<file path="src/hw/rtl/pfsd_pkg.sv">
// Package: shared types and constants of the polyline densifier.
package pfsd_pkg;

	localparam int COORD_W   = 16;
	localparam int STEP_W    = 15;
	localparam int UNIT_FRAC = 24;
	localparam logic [STEP_W-1:0] STEP_RESET = 15'd384;

	typedef struct packed {
		logic signed [COORD_W-1:0] point_x;
		logic signed [COORD_W-1:0] point_y;
		logic                      path_start;
	} in_item_t;

	typedef struct packed {
		logic signed [COORD_W-1:0] out_x;
		logic signed [COORD_W-1:0] out_y;
		logic                      is_vertex;
		logic                      last_of_run;
		logic                      capped;
	} out_item_t;

	typedef enum logic [3:0] {
		ST_IDLE,
		ST_SQ,
		ST_COUNT,
		ST_SQRT,
		ST_DIVX,
		ST_DIVY,
		ST_PLX,
		ST_PLY,
		ST_EMIT,
		ST_VTX
	} state_t;

endpackage

</file>
<file path="src/hw/rtl/polyline_fixed_step_densifier_top.sv">
// Top level: fixed-step polyline densifier with one shared sequential datapath.
// An echoed first vertex goes to the result register straight from its accepted request.
// Per segment: the squared length, the count steps up to the insert cap, the root,
// the x and y divisions, then PLX, PLY and EMIT per inserted point and VTX for the vertex.
// Throughput: one vertex at a time; the input is held off until the vertex result is loaded.
// Reset (arst_n low) clears step_length to 384, previous vertex to zero, no path open.
module polyline_fixed_step_densifier_top #(
	parameter int MAX_INSERTED = 63
) (
	input  logic                              clk,
	input  logic                              arst_n,
	input  logic                              in_valid,
	output logic                              in_ready,
	input  pfsd_pkg::in_item_t                in_data,
	output logic                              out_valid,
	input  logic                              out_ready,
	output pfsd_pkg::out_item_t               out_data,
	input  logic                              cfg_we,
	input  logic [pfsd_pkg::STEP_W-1:0]       cfg_data
);
	localparam int CW  = pfsd_pkg::COORD_W;
	localparam int KW  = $clog2(MAX_INSERTED + 2);
	localparam int DW  = pfsd_pkg::STEP_W + KW;     // distance k*step
	localparam int QW  = 2 * CW + 2;                // squared length
	localparam int RW  = CW + 1;                    // root width
	localparam int NW  = CW + 1 + pfsd_pkg::UNIT_FRAC; // dividend width
	localparam int PW  = DW + NW;                   // product width

	pfsd_pkg::state_t st_q, st_d;
	logic [pfsd_pkg::STEP_W-1:0] step_q;
	logic signed [CW-1:0] px_q, py_q, qx_q, qy_q;
	logic path_open_q;
	logic [CW:0]  ax_q, ay_q;
	logic sx_q, sy_q;
	logic [QW-1:0] d2_q;
	logic [KW-1:0] k_q, n_q;
	logic [DW-1:0] dist_q;
	logic cap_q;
	logic [5:0] cnt_q;
	logic [RW+1:0] rem_q;
	logic [RW-1:0] root_q;
	logic [NW-1:0] num_q, quo_q, ux_q, uy_q;
	logic [RW:0] drem_q;
	logic [PW-1:0] prod_q;
	logic signed [CW-1:0] ox_q;
	pfsd_pkg::out_item_t obuf_q;
	logic ovalid_q;

	// shared helpers
	logic [QW-1:0] sq_term;
	logic [2*DW-1:0] t2;
	logic [RW+1:0] trial, rem_sh;
	logic [RW:0]   drem_sh;
	logic [NW-1:0] off;
	logic signed [CW+1:0] placed;
	logic signed [CW-1:0] sat;

	assign sq_term = QW'(ax_q * ax_q);
	assign t2      = dist_q * dist_q;
	assign rem_sh  = {rem_q[RW-1:0], d2_q[QW-1 -: 2]};
	assign trial   = {root_q, 2'b01};
	assign drem_sh = {drem_q[RW-1:0], num_q[NW-1]};
	assign off     = NW'((prod_q + PW'(1 << (pfsd_pkg::UNIT_FRAC - 1))) >> pfsd_pkg::UNIT_FRAC);

	always_comb begin
		logic signed [CW+1:0] base;
		logic sgn;
		base = (CW+2)'(px_q);
		sgn  = sx_q;
		// the y product waits in prod_q while the point is emitted
		if (st_q == pfsd_pkg::ST_EMIT) begin
			base = (CW+2)'(py_q);
			sgn  = sy_q;
		end
		if (off > NW'((1 << (CW + 1)) - 1)) begin
			placed = sgn ? -(CW+2)'(2**CW) : (CW+2)'(2**CW);
		end else if (sgn) begin
			placed = base - (CW+2)'(off);
		end else begin
			placed = base + (CW+2)'(off);
		end
		if (placed < -(2**(CW-1)))      sat = {1'b1, {(CW-1){1'b0}}};
		else if (placed > 2**(CW-1)-1)  sat = {1'b0, {(CW-1){1'b1}}};
		else                            sat = placed[CW-1:0];
	end

	logic obuf_free;
	assign obuf_free = !ovalid_q || out_ready;
	assign in_ready  = (st_q == pfsd_pkg::ST_IDLE) && obuf_free;
	assign out_valid = ovalid_q;
	assign out_data  = obuf_q;

	always_comb begin
		st_d = st_q;
		unique case (st_q)
			pfsd_pkg::ST_IDLE:  if (in_valid && in_ready) begin
				st_d = (in_data.path_start || !path_open_q) ? pfsd_pkg::ST_IDLE
					: pfsd_pkg::ST_SQ;
			end
			pfsd_pkg::ST_SQ:    if (cnt_q == 6'd1) st_d = pfsd_pkg::ST_COUNT;
			pfsd_pkg::ST_COUNT: if ((2*DW)'(d2_q) <= t2 || k_q == KW'(MAX_INSERTED + 1))
				st_d = pfsd_pkg::ST_SQRT;
			pfsd_pkg::ST_SQRT:  if (cnt_q == 6'd0) st_d = pfsd_pkg::ST_DIVX;
			pfsd_pkg::ST_DIVX:  if (cnt_q == 6'd0) st_d = pfsd_pkg::ST_DIVY;
			pfsd_pkg::ST_DIVY:  if (cnt_q == 6'd0)
				st_d = (n_q == '0) ? pfsd_pkg::ST_VTX : pfsd_pkg::ST_PLX;
			pfsd_pkg::ST_PLX:   st_d = pfsd_pkg::ST_PLY;
			pfsd_pkg::ST_PLY:   st_d = pfsd_pkg::ST_EMIT;
			pfsd_pkg::ST_EMIT:  if (obuf_free)
				st_d = (k_q == n_q) ? pfsd_pkg::ST_VTX : pfsd_pkg::ST_PLX;
			pfsd_pkg::ST_VTX:   if (obuf_free) st_d = pfsd_pkg::ST_IDLE;
			default:  st_d = pfsd_pkg::ST_IDLE;
		endcase
	end

	always_ff @(posedge clk or negedge arst_n) begin
		if (!arst_n) begin
			st_q        <= pfsd_pkg::ST_IDLE;
			step_q      <= pfsd_pkg::STEP_RESET;
			px_q        <= '0;
			py_q        <= '0;
			path_open_q <= 1'b0;
			ovalid_q    <= 1'b0;
		end else begin
			st_q <= st_d;
			if (cfg_we) step_q <= cfg_data;
			if (ovalid_q && out_ready) ovalid_q <= 1'b0;
			unique case (st_q)
				pfsd_pkg::ST_IDLE: if (in_valid && in_ready) begin
					qx_q <= in_data.point_x;
					qy_q <= in_data.point_y;
					if (in_data.path_start || !path_open_q) begin
						// echo the first vertex of a path
						obuf_q      <= '{in_data.point_x, in_data.point_y, 1'b1, 1'b1, 1'b0};
						ovalid_q    <= 1'b1;
						px_q        <= in_data.point_x;
						py_q        <= in_data.point_y;
						path_open_q <= 1'b1;
					end else begin
						logic signed [CW:0] ddx, ddy;
						ddx = (CW+1)'(in_data.point_x) - (CW+1)'(px_q);
						ddy = (CW+1)'(in_data.point_y) - (CW+1)'(py_q);
						sx_q <= ddx[CW];
						sy_q <= ddy[CW];
						ax_q <= ddx[CW] ? (CW+1)'(-ddx) : (CW+1)'(ddx);
						ay_q <= ddy[CW] ? (CW+1)'(-ddy) : (CW+1)'(ddy);
						d2_q <= '0;
						cnt_q <= 6'd2;
					end
				end
				pfsd_pkg::ST_SQ: begin
					// accumulate ax^2 then ay^2 through one squarer
					d2_q  <= d2_q + sq_term;
					ax_q  <= ay_q;
					ay_q  <= ax_q;
					cnt_q <= cnt_q - 6'd1;
					if (cnt_q == 6'd1) begin
						k_q    <= KW'(1);
						n_q    <= '0;
						dist_q <= DW'(step_q);
						cap_q  <= 1'b0;
					end
				end
				pfsd_pkg::ST_COUNT: begin
					if ((2*DW)'(d2_q) > t2) begin
						if (k_q == KW'(MAX_INSERTED + 1)) cap_q <= 1'b1;
						else n_q <= k_q;
					end
					k_q    <= k_q + KW'(1);
					dist_q <= dist_q + DW'(step_q);
					if (st_d == pfsd_pkg::ST_SQRT) begin
						rem_q  <= '0;
						root_q <= '0;
						cnt_q  <= 6'(QW / 2 - 1);
					end
				end
				pfsd_pkg::ST_SQRT: begin
					// restoring root, one bit pair a cycle
					d2_q <= d2_q << 2;
					if (rem_sh >= trial) begin
						rem_q  <= rem_sh - trial;
						root_q <= {root_q[RW-2:0], 1'b1};
					end else begin
						rem_q  <= rem_sh;
						root_q <= {root_q[RW-2:0], 1'b0};
					end
					cnt_q <= cnt_q - 6'd1;
					if (cnt_q == 6'd0) begin
						num_q  <= (NW'(ax_q) << pfsd_pkg::UNIT_FRAC)
							+ NW'({root_q[RW-2:0], rem_sh >= trial} >> 1);
						drem_q <= '0;
						cnt_q  <= 6'(NW - 1);
					end
				end
				pfsd_pkg::ST_DIVX, pfsd_pkg::ST_DIVY: begin
					logic [NW-1:0] qn;
					qn = {quo_q[NW-2:0], 1'b0};
					if (root_q == '0) begin
						drem_q <= '0;
					end else if (drem_sh >= (RW+1)'(root_q)) begin
						drem_q <= drem_sh - (RW+1)'(root_q);
						qn[0]  = 1'b1;
					end else begin
						drem_q <= drem_sh;
					end
					quo_q <= qn;
					num_q <= num_q << 1;
					cnt_q <= cnt_q - 6'd1;
					if (cnt_q == 6'd0) begin
						drem_q <= '0;
						cnt_q  <= 6'(NW - 1);
						if (st_q == pfsd_pkg::ST_DIVX) begin
							ux_q  <= qn;
							num_q <= (NW'(ay_q) << pfsd_pkg::UNIT_FRAC) + NW'(root_q >> 1);
						end else begin
							uy_q   <= qn;
							k_q    <= KW'(1);
							dist_q <= DW'(step_q);
						end
					end
				end
				// a unit component never exceeds 1.0, so its low bits carry it all
				pfsd_pkg::ST_PLX: prod_q <= PW'(dist_q * ux_q[pfsd_pkg::UNIT_FRAC:0]);
				pfsd_pkg::ST_PLY: begin
					ox_q   <= sat;
					prod_q <= PW'(dist_q * uy_q[pfsd_pkg::UNIT_FRAC:0]);
				end
				pfsd_pkg::ST_EMIT: if (obuf_free) begin
					obuf_q   <= '{ox_q, sat, 1'b0, 1'b0, cap_q};
					ovalid_q <= 1'b1;
					k_q      <= k_q + KW'(1);
					dist_q   <= dist_q + DW'(step_q);
				end
				pfsd_pkg::ST_VTX: if (obuf_free) begin
					obuf_q   <= '{qx_q, qy_q, 1'b1, 1'b1, cap_q};
					ovalid_q <= 1'b1;
					px_q     <= qx_q;
					py_q     <= qy_q;
				end
				default: ;
			endcase
		end
	end

	// a result is only loaded when the buffer is free
	a_no_overwrite: assert property (@(posedge clk) disable iff (!arst_n)
		(out_valid && !out_ready) |=> $stable(out_data))
		else $error("result buffer overwritten");
	a_ready_idle: assert property (@(posedge clk) disable iff (!arst_n)
		in_ready |-> st_q == pfsd_pkg::ST_IDLE)
		else $error("ready outside idle");
	a_count_cap: assert property (@(posedge clk) disable iff (!arst_n)
		n_q <= KW'(MAX_INSERTED) || st_q == pfsd_pkg::ST_IDLE || st_q == pfsd_pkg::ST_SQ)
		else $error("insert count over cap");
endmodule
</file>
<file path="config.mk">
export PLATFORM = sky130hd
export DESIGN_NAME = polyline_fixed_step_densifier_top
export DESIGN_NICKNAME = d
export VERILOG_FILES = /design/src/hw/rtl/pfsd_pkg.sv /design/src/hw/rtl/polyline_fixed_step_densifier_top.sv
export SDC_FILE = /design/constraint.sdc
export NUM_CORES = 2
export LEC_CHECK = 0
export ABC_AREA = 1
export BUFFER_PORTS_ARGS = -buffer_cell sky130_fd_sc_hd__buf_2
export CAP_MARGIN = 20
export CORE_MARGIN = 1.5
export CORE_UTILIZATION = 58
export DETAILED_ROUTE_END_ITERATION = 8
export PLACE_DENSITY = 0.74
export REMOVE_ABC_BUFFERS = 1
export SKIP_LAST_GASP = 1
export SLEW_MARGIN = 5
export SYNTH_ARGS = -nofsm -noshare
export SYNTH_HDL_FRONTEND = slang
export SYNTH_SLANG_ARGS = --single-unit
</file>
<file path="constraint.sdc">
create_clock -name clk -period 14.3 [get_ports clk]
set_clock_uncertainty 0.15 [all_clocks]
set_input_delay 4.29 -clock clk [delete_from_list [all_inputs] [get_ports clk]]
set_output_delay 4.29 -clock clk [all_outputs]
set_load 0.01 [all_outputs]
</file>
Yosys cells after proc, flatten, opt, wreduce, memory -nomap -nowiden. Index checks and enable logic that the tools add are counted.

Memories kept: 0. Register bits after elaboration: 478. Output and inout bits: 37. Word-level logic and storage cells: 218. Bits in latches: 0. Input port bits: 53. RAM bits: 0. Bits in read-only memories: 0.

$add $sub $neg: 15. Shift operators: 0. Bitwise gates (word level): 2. Reduce and logical (&&, ||, !) cells: 43. $lt $le $gt $ge: 7. Eq/ne operators: 26. Mux-type cells: 89. Div/mod/pow operators: 0. $mul: 4.

Operators with widths (number): 2-to-1 mux 17 bit (13); case mux 17 bit (2 select lines) (5); 2-to-1 mux 35 bit (4); 2-to-1 mux 16 bit (8); case mux 63 bit (2 select lines) (1); 2-to-1 mux 41 bit (3); case mux 35 bit (3 select lines) (1); case mux 34 bit (3 select lines) (1); multiplier 22 x 25 -> 47 bit (2); 2-to-1 mux 22 bit (4); case mux 22 bit (4 select lines) (1); adder 41 x 16 -> 41 bit (2); case mux 41 bit (2 select lines) (1); 2-to-1 mux 18 bit (4); 2-to-1 mux 34 bit (2); case mux 16 bit (2 select lines) (2); adder 63 x 24 -> 63 bit (second input constant) (1); 2-to-1 mux 7 bit (7); > comparator 34 x 44 -> 1 bit (1); less-or-equal comparator 34 x 44 -> 1 bit (1); multiplier 22 x 22 -> 44 bit (1); 2-to-1 mux 4 bit (10); case mux 4 bit (10 select lines) (1); > comparator 39 x 17 -> 1 bit (second input constant) (1); 47 further kinds (109).

Logic depth before layout (Yosys ltp).
Depth after elaboration: 10. Depth in mapped cells: 46. Mapped depth without buffers: 43.

Worst setup path before layout. OpenSTA, ideal clock, no wires.

Kind: flip-flop to flip-flop. Start point: register dist_q[3]. End point: register rem_q[0], enable pin. Path buffers: 3. Arrival: 8977 ps. Period minus slack after synthesis: 9564 ps. Cell stages (with the launch flop): 37. Setup time: 437 ps. Required time: 13713 ps. Slack: 4736 ps. Cells stage by stage: edfxtp_1 clkbuf_1 clkbuf_1 buf_1 nand2_1 fa_1 fa_1 fa_1 inv_1 fa_1 fa_1 fa_1 inv_1 fa_1 inv_1 ha_1 nand2_1 nor2_1 inv_1 nor2_1 inv_1 o21ai_0 a31oi_1 xor2_1 ha_1 nand4_1 nor3_1 nand4_1 nand2_1 inv_1 nand2_1 inv_1 nand2_1 nor2_1 nand4_1 nand2_1 a21oi_1.

Longest elaborated chain between the ends: 8.

Ends and longest elaborated chain: start, declared (line polyline_fixed_step_densifier_top.sv:37) `logic [DW-1:0] dist_q;`; start signal, assigned (line polyline_fixed_step_densifier_top.sv:160) `dist_q <= DW'(step_q);`; start signal, assigned (line polyline_fixed_step_densifier_top.sv:170) `dist_q <= dist_q + DW'(step_q);`; start signal, assigned (line polyline_fixed_step_densifier_top.sv:218) `dist_q <= DW'(step_q);`; multiplier 22 x 22 -> 44 bit (line polyline_fixed_step_densifier_top.sv:59) `assign t2 = dist_q * dist_q;`; less-or-equal comparator 34 x 44 -> 1 bit (line polyline_fixed_step_densifier_top.sv:101) `pfsd_pkg::ST_COUNT: if ((2*DW)'(d2_q) <= t2 || k_q == KW'(MAX_INSERTED + 1))`; logical OR 1 bit (line polyline_fixed_step_densifier_top.sv:101); 2-to-1 mux 4 bit (line polyline_fixed_step_densifier_top.sv:101); case mux 4 bit (10 select lines) (line polyline_fixed_step_densifier_top.sv:95) `unique case (st_q)`; equality test 4 x 2 -> 1 bit (line polyline_fixed_step_densifier_top.sv:171) `if (st_d == pfsd_pkg::ST_SQRT) begin`; inequality test 2 bit (no source line); AND reduction 3 bit (no source line); end signal, assigned (line polyline_fixed_step_densifier_top.sv:181) `rem_q <= rem_sh - trial;`; end signal, assigned (line polyline_fixed_step_densifier_top.sv:184) `rem_q <= rem_sh;`; end, declared (line polyline_fixed_step_densifier_top.sv:40) `logic [RW+1:0] rem_q;`.

Every way passes these cells. A chain may end at the register's enable or synchronous reset.

Worst setup path in the final report.
Start point: register dist_q[5]. End point: register n_q[4], enable pin.

Longest elaborated chain between the ends: 4.

Ends and longest elaborated chain: multiplier 22 x 22 -> 44 bit (line polyline_fixed_step_densifier_top.sv:59); > comparator 34 x 44 -> 1 bit (line polyline_fixed_step_densifier_top.sv:165) `if ((2*DW)'(d2_q) > t2) begin`; inequality test 2 bit (no source line); AND reduction 5 bit (no source line); end signal, assigned (line polyline_fixed_step_densifier_top.sv:167) `else n_q <= k_q;`; end, declared (line polyline_fixed_step_densifier_top.sv:36) `logic [KW-1:0] k_q, n_q;`.

Every way passes these cells.

==> flow_summary.html <==
<table>
<tr><th>Metric</th><th>Value</th></tr>
<tr><th colspan="2">Placed design</th></tr>
<tr><td>Final weighted congestion in routability-driven placement</td><td>0.959</td></tr>
<tr><td>Number of port buffers</td><td>89</td></tr>
<tr><td>HPWL after DPL</td><td>193 mm</td></tr>
<tr><th colspan="2">Worst setup path</th></tr>
<tr><td>Kind of start point of the critical path</td><td>flop</td></tr>
<tr><td>Largest stage delay on the critical path</td><td>0.73 ns</td></tr>
<tr><td>Crit path top cell by count</td><td>sky130_fd_sc_hd__nand2_1</td></tr>
<tr><td>Capturing element type of the critical path</td><td>flop</td></tr>
<tr><td>Crit path buf inv count</td><td>7</td></tr>
<tr><td>Maximum fanout encountered on the critical timing path</td><td>48</td></tr>
<tr><td>Highest-delay cell along the critical path</td><td>sky130_fd_sc_hd__nor2_1</td></tr>
<tr><td>Arrival time worst endpoint</td><td>10.08 ns</td></tr>
<tr><td>Largest delay share family, worst path</td><td>adder cells</td></tr>
<tr><td>Endpoint required time on the critical path</td><td>14.42 ns</td></tr>
<tr><td>Class of the most critical setup path</td><td>flop to flop</td></tr>
<tr><td>Slack of the worst reg-to-reg path</td><td>4.34 ns</td></tr>
<tr><th colspan="2">Status</th></tr>
<tr><td>Outcome</td><td>complete, no violations</td></tr>
<tr><th colspan="2">Global route</th></tr>
<tr><td>Vias in the first global route</td><td>70900</td></tr>
<tr><td>Total routing resource utilization after global routing</td><td>33.4%</td></tr>
<tr><td>Final global-route overflow total</td><td>0</td></tr>
<tr><td>Wire length of the first global-routing pass</td><td>387 mm</td></tr>
<tr><td>Number of antenna violations at the first check in global routing</td><td>5</td></tr>
<tr><td>Largest net degree at the start of global routing</td><td>76</td></tr>
<tr><th colspan="2">Yosys</th></tr>
<tr><td>Synth area leaders</td><td>sky130_fd_sc_hd__fa_1, sky130_fd_sc_hd__edfxtp_1, sky130_fd_sc_hd__inv_1</td></tr>
<tr><td>Mean instance size in the synthesized netlist</td><td>8.08 sq um</td></tr>
<tr><td>Distinct cell type count of the synthesized netlist</td><td>60</td></tr>
<tr><td>Simple-Gate Fraction of Synth Area</td><td>16.0%</td></tr>
<tr><td>Cell area after synthesis</td><td>85000 sq um</td></tr>
<tr><td>Share of the synthesized area in compound gates (AO/OA/AOI/OAI)</td><td>6.78%</td></tr>
<tr><td>Fraction of registers with async set or reset after synthesis</td><td>12.1%</td></tr>
<tr><td>Largest family of logic cells by synthesized area</td><td>adder cells</td></tr>
<tr><td>Library cell with the largest summed area after synthesis</td><td>sky130_fd_sc_hd__fa_1</td></tr>
<tr><td>XOR/XNOR Fraction of Synth Area</td><td>2.14%</td></tr>
<tr><td>Total number of yosys warnings</td><td>0</td></tr>
<tr><td>Post-Syn Instances</td><td>10500</td></tr>
<tr><td>Proportion of synthesized chip area in sequential cells</td><td>15.2%</td></tr>
<tr><td>Area share of fa/ha/maj cells after synthesis</td><td>45.7%</td></tr>
<tr><td>Multiplexer share of the synthesized area</td><td>0.144%</td></tr>
<tr><td>Most used DFF post-synth</td><td>sky130_fd_sc_hd__edfxtp_1</td></tr>
<tr><td>Number of enable-type register cells in the synthesized netlist</td><td>385</td></tr>
<tr><td>Number of storage elements in the synthesis netlist</td><td>438</td></tr>
<tr><td>Area share of the leading cell type in the synthesized netlist</td><td>34.9%</td></tr>
<tr><th colspan="2">Layout</th></tr>
<tr><td>Final core utilization</td><td>61.3%</td></tr>
<tr><td>Count of filler cells inserted in the layout</td><td>12700</td></tr>
<tr><td>Total Nets Final</td><td>12700</td></tr>
<tr><td>Area grow syn2layout</td><td>4.88%</td></tr>
<tr><td>Layout cells sized above 1</td><td>3.39%</td></tr>
<tr><th colspan="2">STA</th></tr>
<tr><td>FMAX</td><td>0.100 GHz</td></tr>
<tr><td>Transition at the pin with the smallest max-transition slack</td><td>1.22 ns</td></tr>
<tr><td>Setup violations, final</td><td>0</td></tr>
<tr><td>Relative slew slack</td><td>18.6%</td></tr>
<tr><td>Time the worst path needs with I/O delays and setup</td><td>9.96 ns</td></tr>
<tr><td>Final cycle utilization of the critical path</td><td>69.6%</td></tr>
<tr><td>Number of hold violations in the final report</td><td>0</td></tr>
<tr><td>RSZ-0062 raised after global routing</td><td>false</td></tr>
<tr><td>Total Negative Setup Slacks</td><td>0 ns</td></tr>
<tr><td>Number of slew-limit violations in the final report</td><td>0</td></tr>
<tr><th colspan="2">Clock tree</th></tr>
<tr><td>Number of buffers created by CTS</td><td>50</td></tr>
<tr><td>Root Driver</td><td>sky130_fd_sc_hd__clkbuf_16</td></tr>
<tr><td>Clock slew at the register clock pins of the worst setup and hold paths</td><td>0.07 ns</td></tr>
<tr><td>Buffer depth of the longest clock path</td><td>3</td></tr>
<tr><td>CTS Hold Bufs</td><td>0</td></tr>
<tr><td>Post-CTS repair timing setup buffer count</td><td>0</td></tr>
<tr><td>Source-to-sink clock delay at the later pin of the worst-skew pair</td><td>0.68 ns</td></tr>
<tr><td>TritonCTS clock tree</td><td>done</td></tr>
<tr><td>CTS H-tree depth</td><td>2</td></tr>
<tr><td>Clock sinks</td><td>438</td></tr>
<tr><td>Number of resized instances in the post-cts repair step</td><td>0</td></tr>
<tr><th colspan="2">Detailed routing</th></tr>
<tr><td>ANT nets after route</td><td>0</td></tr>
<tr><td>Post-detailed-route DRC marker count</td><td>0</td></tr>
<tr><td>Total vias in the final route</td><td>68200</td></tr>
<tr><td>Violation count after the first detailed-route iteration</td><td>5750</td></tr>
<tr><td>Per-cell via count in the routed design</td><td>5.53</td></tr>
<tr><td>Length of the first detailed-routing pass in iterations</td><td>8</td></tr>
<tr><td>Detail-routed net length per standard cell</td><td>19.6 microns</td></tr>
<tr><td>Total length of routed wires</td><td>242 mm</td></tr>
<tr><th colspan="2">Die</th></tr>
<tr><td>Site row count</td><td>140</td></tr>
<tr><td>Height of the die</td><td>386 microns</td></tr>
<tr><td>Initial cell density of the core</td><td>58.4%</td></tr>
<tr><td>Ports</td><td>90</td></tr>
<tr><td>Die width</td><td>386 microns</td></tr>
<tr><td>Die area</td><td>149000 sq um</td></tr>
<tr><td>Floorplan Core Area</td><td>146000 sq um</td></tr>
<tr><th colspan="2">Job</th></tr>
<tr><td>Max-capacitance violation count</td><td>0</td></tr>
<tr><th colspan="2">Min path</th></tr>
<tr><td>Worst hold-check path type</td><td>flop to flop</td></tr>
</table>
==> placed cells by master (no fill, tap or decap), types with 12 or more instances in the layout <==
master	Yosys	final
sky130_fd_sc_hd__inv_1	2781	2780
sky130_fd_sc_hd__nand2_1	2552	2552
sky130_fd_sc_hd__fa_1	1482	1482
sky130_fd_sc_hd__ha_1	734	734
sky130_fd_sc_hd__nor2_1	488	477
sky130_fd_sc_hd__a21oi_1	413	412
sky130_fd_sc_hd__o21ai_0	385	385
sky130_fd_sc_hd__edfxtp_1	385	385
sky130_fd_sc_hd__nand3_1	182	182
sky130_fd_sc_hd__xor2_1	129	129
sky130_fd_sc_hd__buf_4	2	100
sky130_fd_sc_hd__buf_2	6	89
sky130_fd_sc_hd__xnor2_1	79	79
sky130_fd_sc_hd__nand4_1	68	68
sky130_fd_sc_hd__nor3_1	62	59
sky130_fd_sc_hd__dfrtp_1	51	51
sky130_fd_sc_hd__clkbuf_16	0	50
sky130_fd_sc_hd__o22ai_1	44	44
sky130_fd_sc_hd__a31oi_1	32	32
sky130_fd_sc_hd__o211ai_1	31	31
sky130_fd_sc_hd__o21bai_1	29	29
sky130_fd_sc_hd__a21o_1	26	26
sky130_fd_sc_hd__or2_2	19	19
sky130_fd_sc_hd__a211oi_1	19	19
sky130_fd_sc_hd__nor4_1	21	19
sky130_fd_sc_hd__o21a_1	15	15
sky130_fd_sc_hd__nor2_2	8	14
sky130_fd_sc_hd__clkbuf_1	250	12
==> worst paths after layout <==
check,to,cells past startpoint,start
min reg2reg,path_open_q,2,path_open_q
max in group asynchronous,step_q[1],2,arst_n
max,n_q[4],40,dist_q[5]
min in group asynchronous,px_q[8],2,arst_n
min,path_open_q,2,path_open_q
max reg2reg,n_q[4],40,dist_q[5]
==> cell usage after synthesis (all sizes together), types with 9 or more instances <==
| cell type | number |
|---|---|
| ha | 734 |
| nand3 | 185 |
| buf | 142 |
| nor3 | 63 |
| o31ai | 9 |
| nand4 | 68 |
| a31oi | 32 |
| a21boi | 10 |
| or2 | 19 |
| a21oi | 413 |
| edfxtp | 385 |
| nand2 | 2556 |
| nor2 | 497 |
| dfrtp | 51 |
| clkbuf | 250 |
| o22ai | 44 |
| nor4 | 21 |
| o21ai | 388 |
| o21bai | 29 |
| xor2 | 129 |
| inv | 2785 |
| a211oi | 19 |
| xnor2 | 79 |
| mux2 | 10 |
| fa | 1482 |
| o211ai | 31 |
| a21o | 26 |
| o21a | 15 |
| nand3b | 9 |
==> layer usage <==
layer | part of all wire, % | global-route usage (%) | wire, microns
met1 | 40 | 45.4 | 97700
met2 | 46 | 53.0 | 111000
met3 | 9.4 | 6.25 | 22800
met4 | 4.5 | 13.5 | 10800
met5 | 0.0074 | 0 | 18
==> area by class of cell <==
cell class                 instances  area [sq um]  share of cell area [%]
sequential                       438         12900                    14.5
clock buffer                      63          1310                    1.47
inverter                        2790         10500                    11.7
clock inverter                    30           413                   0.463
antenna                            1          2.50                 0.00281
multi-input combinational       6905         60300                    67.6
tap                             1917          2400                    2.69
timing repair buffer             198          1410                    1.58
==> cell families (layout without fill, tap and decap cells) <==
group	Yosys count	count (layout)
mux	11	11
buf+inv	3182	3081
fa+ha+maj	2216	2216
simple gates	3427	3427
compound gates	1043	1043
flops	438	438
xor+xnor	208	208
other cells	0	1
==> state kept, by name, indices dropped and copies added (netlist names), 16 cells and up <==
name,flops
ax_q,17
num_q,41
py_q,16
root_q,17
qy_q,16
drem_q,17
ay_q,17
out_data,34
d2_q,34
rem_q,17
prod_q,24
ux_q,25
quo_q,24
px_q,16
uy_q,25
ox_q,16
qx_q,16
dist_q,22
==> tightest hold or removal path, stage by stage (launching register included) <==
cell                      delay, ns
sky130_fd_sc_hd__dfrtp_1       0.32
sky130_fd_sc_hd__inv_1         0.05
sky130_fd_sc_hd__nand2_1       0.06
==> through the flow <==
| stage | area, sq um | hold WS (ns) | instances | setup slack [ns] |
|---|---|---|---|---|
| after floorplan | 83500 | 0.271 | 10100 | 4.27 |
| after global placement | 87200 | 0.285 | 12200 | 4.31 |
| after detailed placement | 87200 | 0.287 | 12200 | 4.24 |
| after CTS | 89000 | 0.305 | 12300 | 4.22 |
| after global routing | 89200 | 0.332 | 12300 | 3.55 |
| final | 89200 | 0.309 | 12300 | 4.34 |
Power is not shown: default switching activity piles up to over one toggle a cycle in this logic, so the estimate is an artifact.
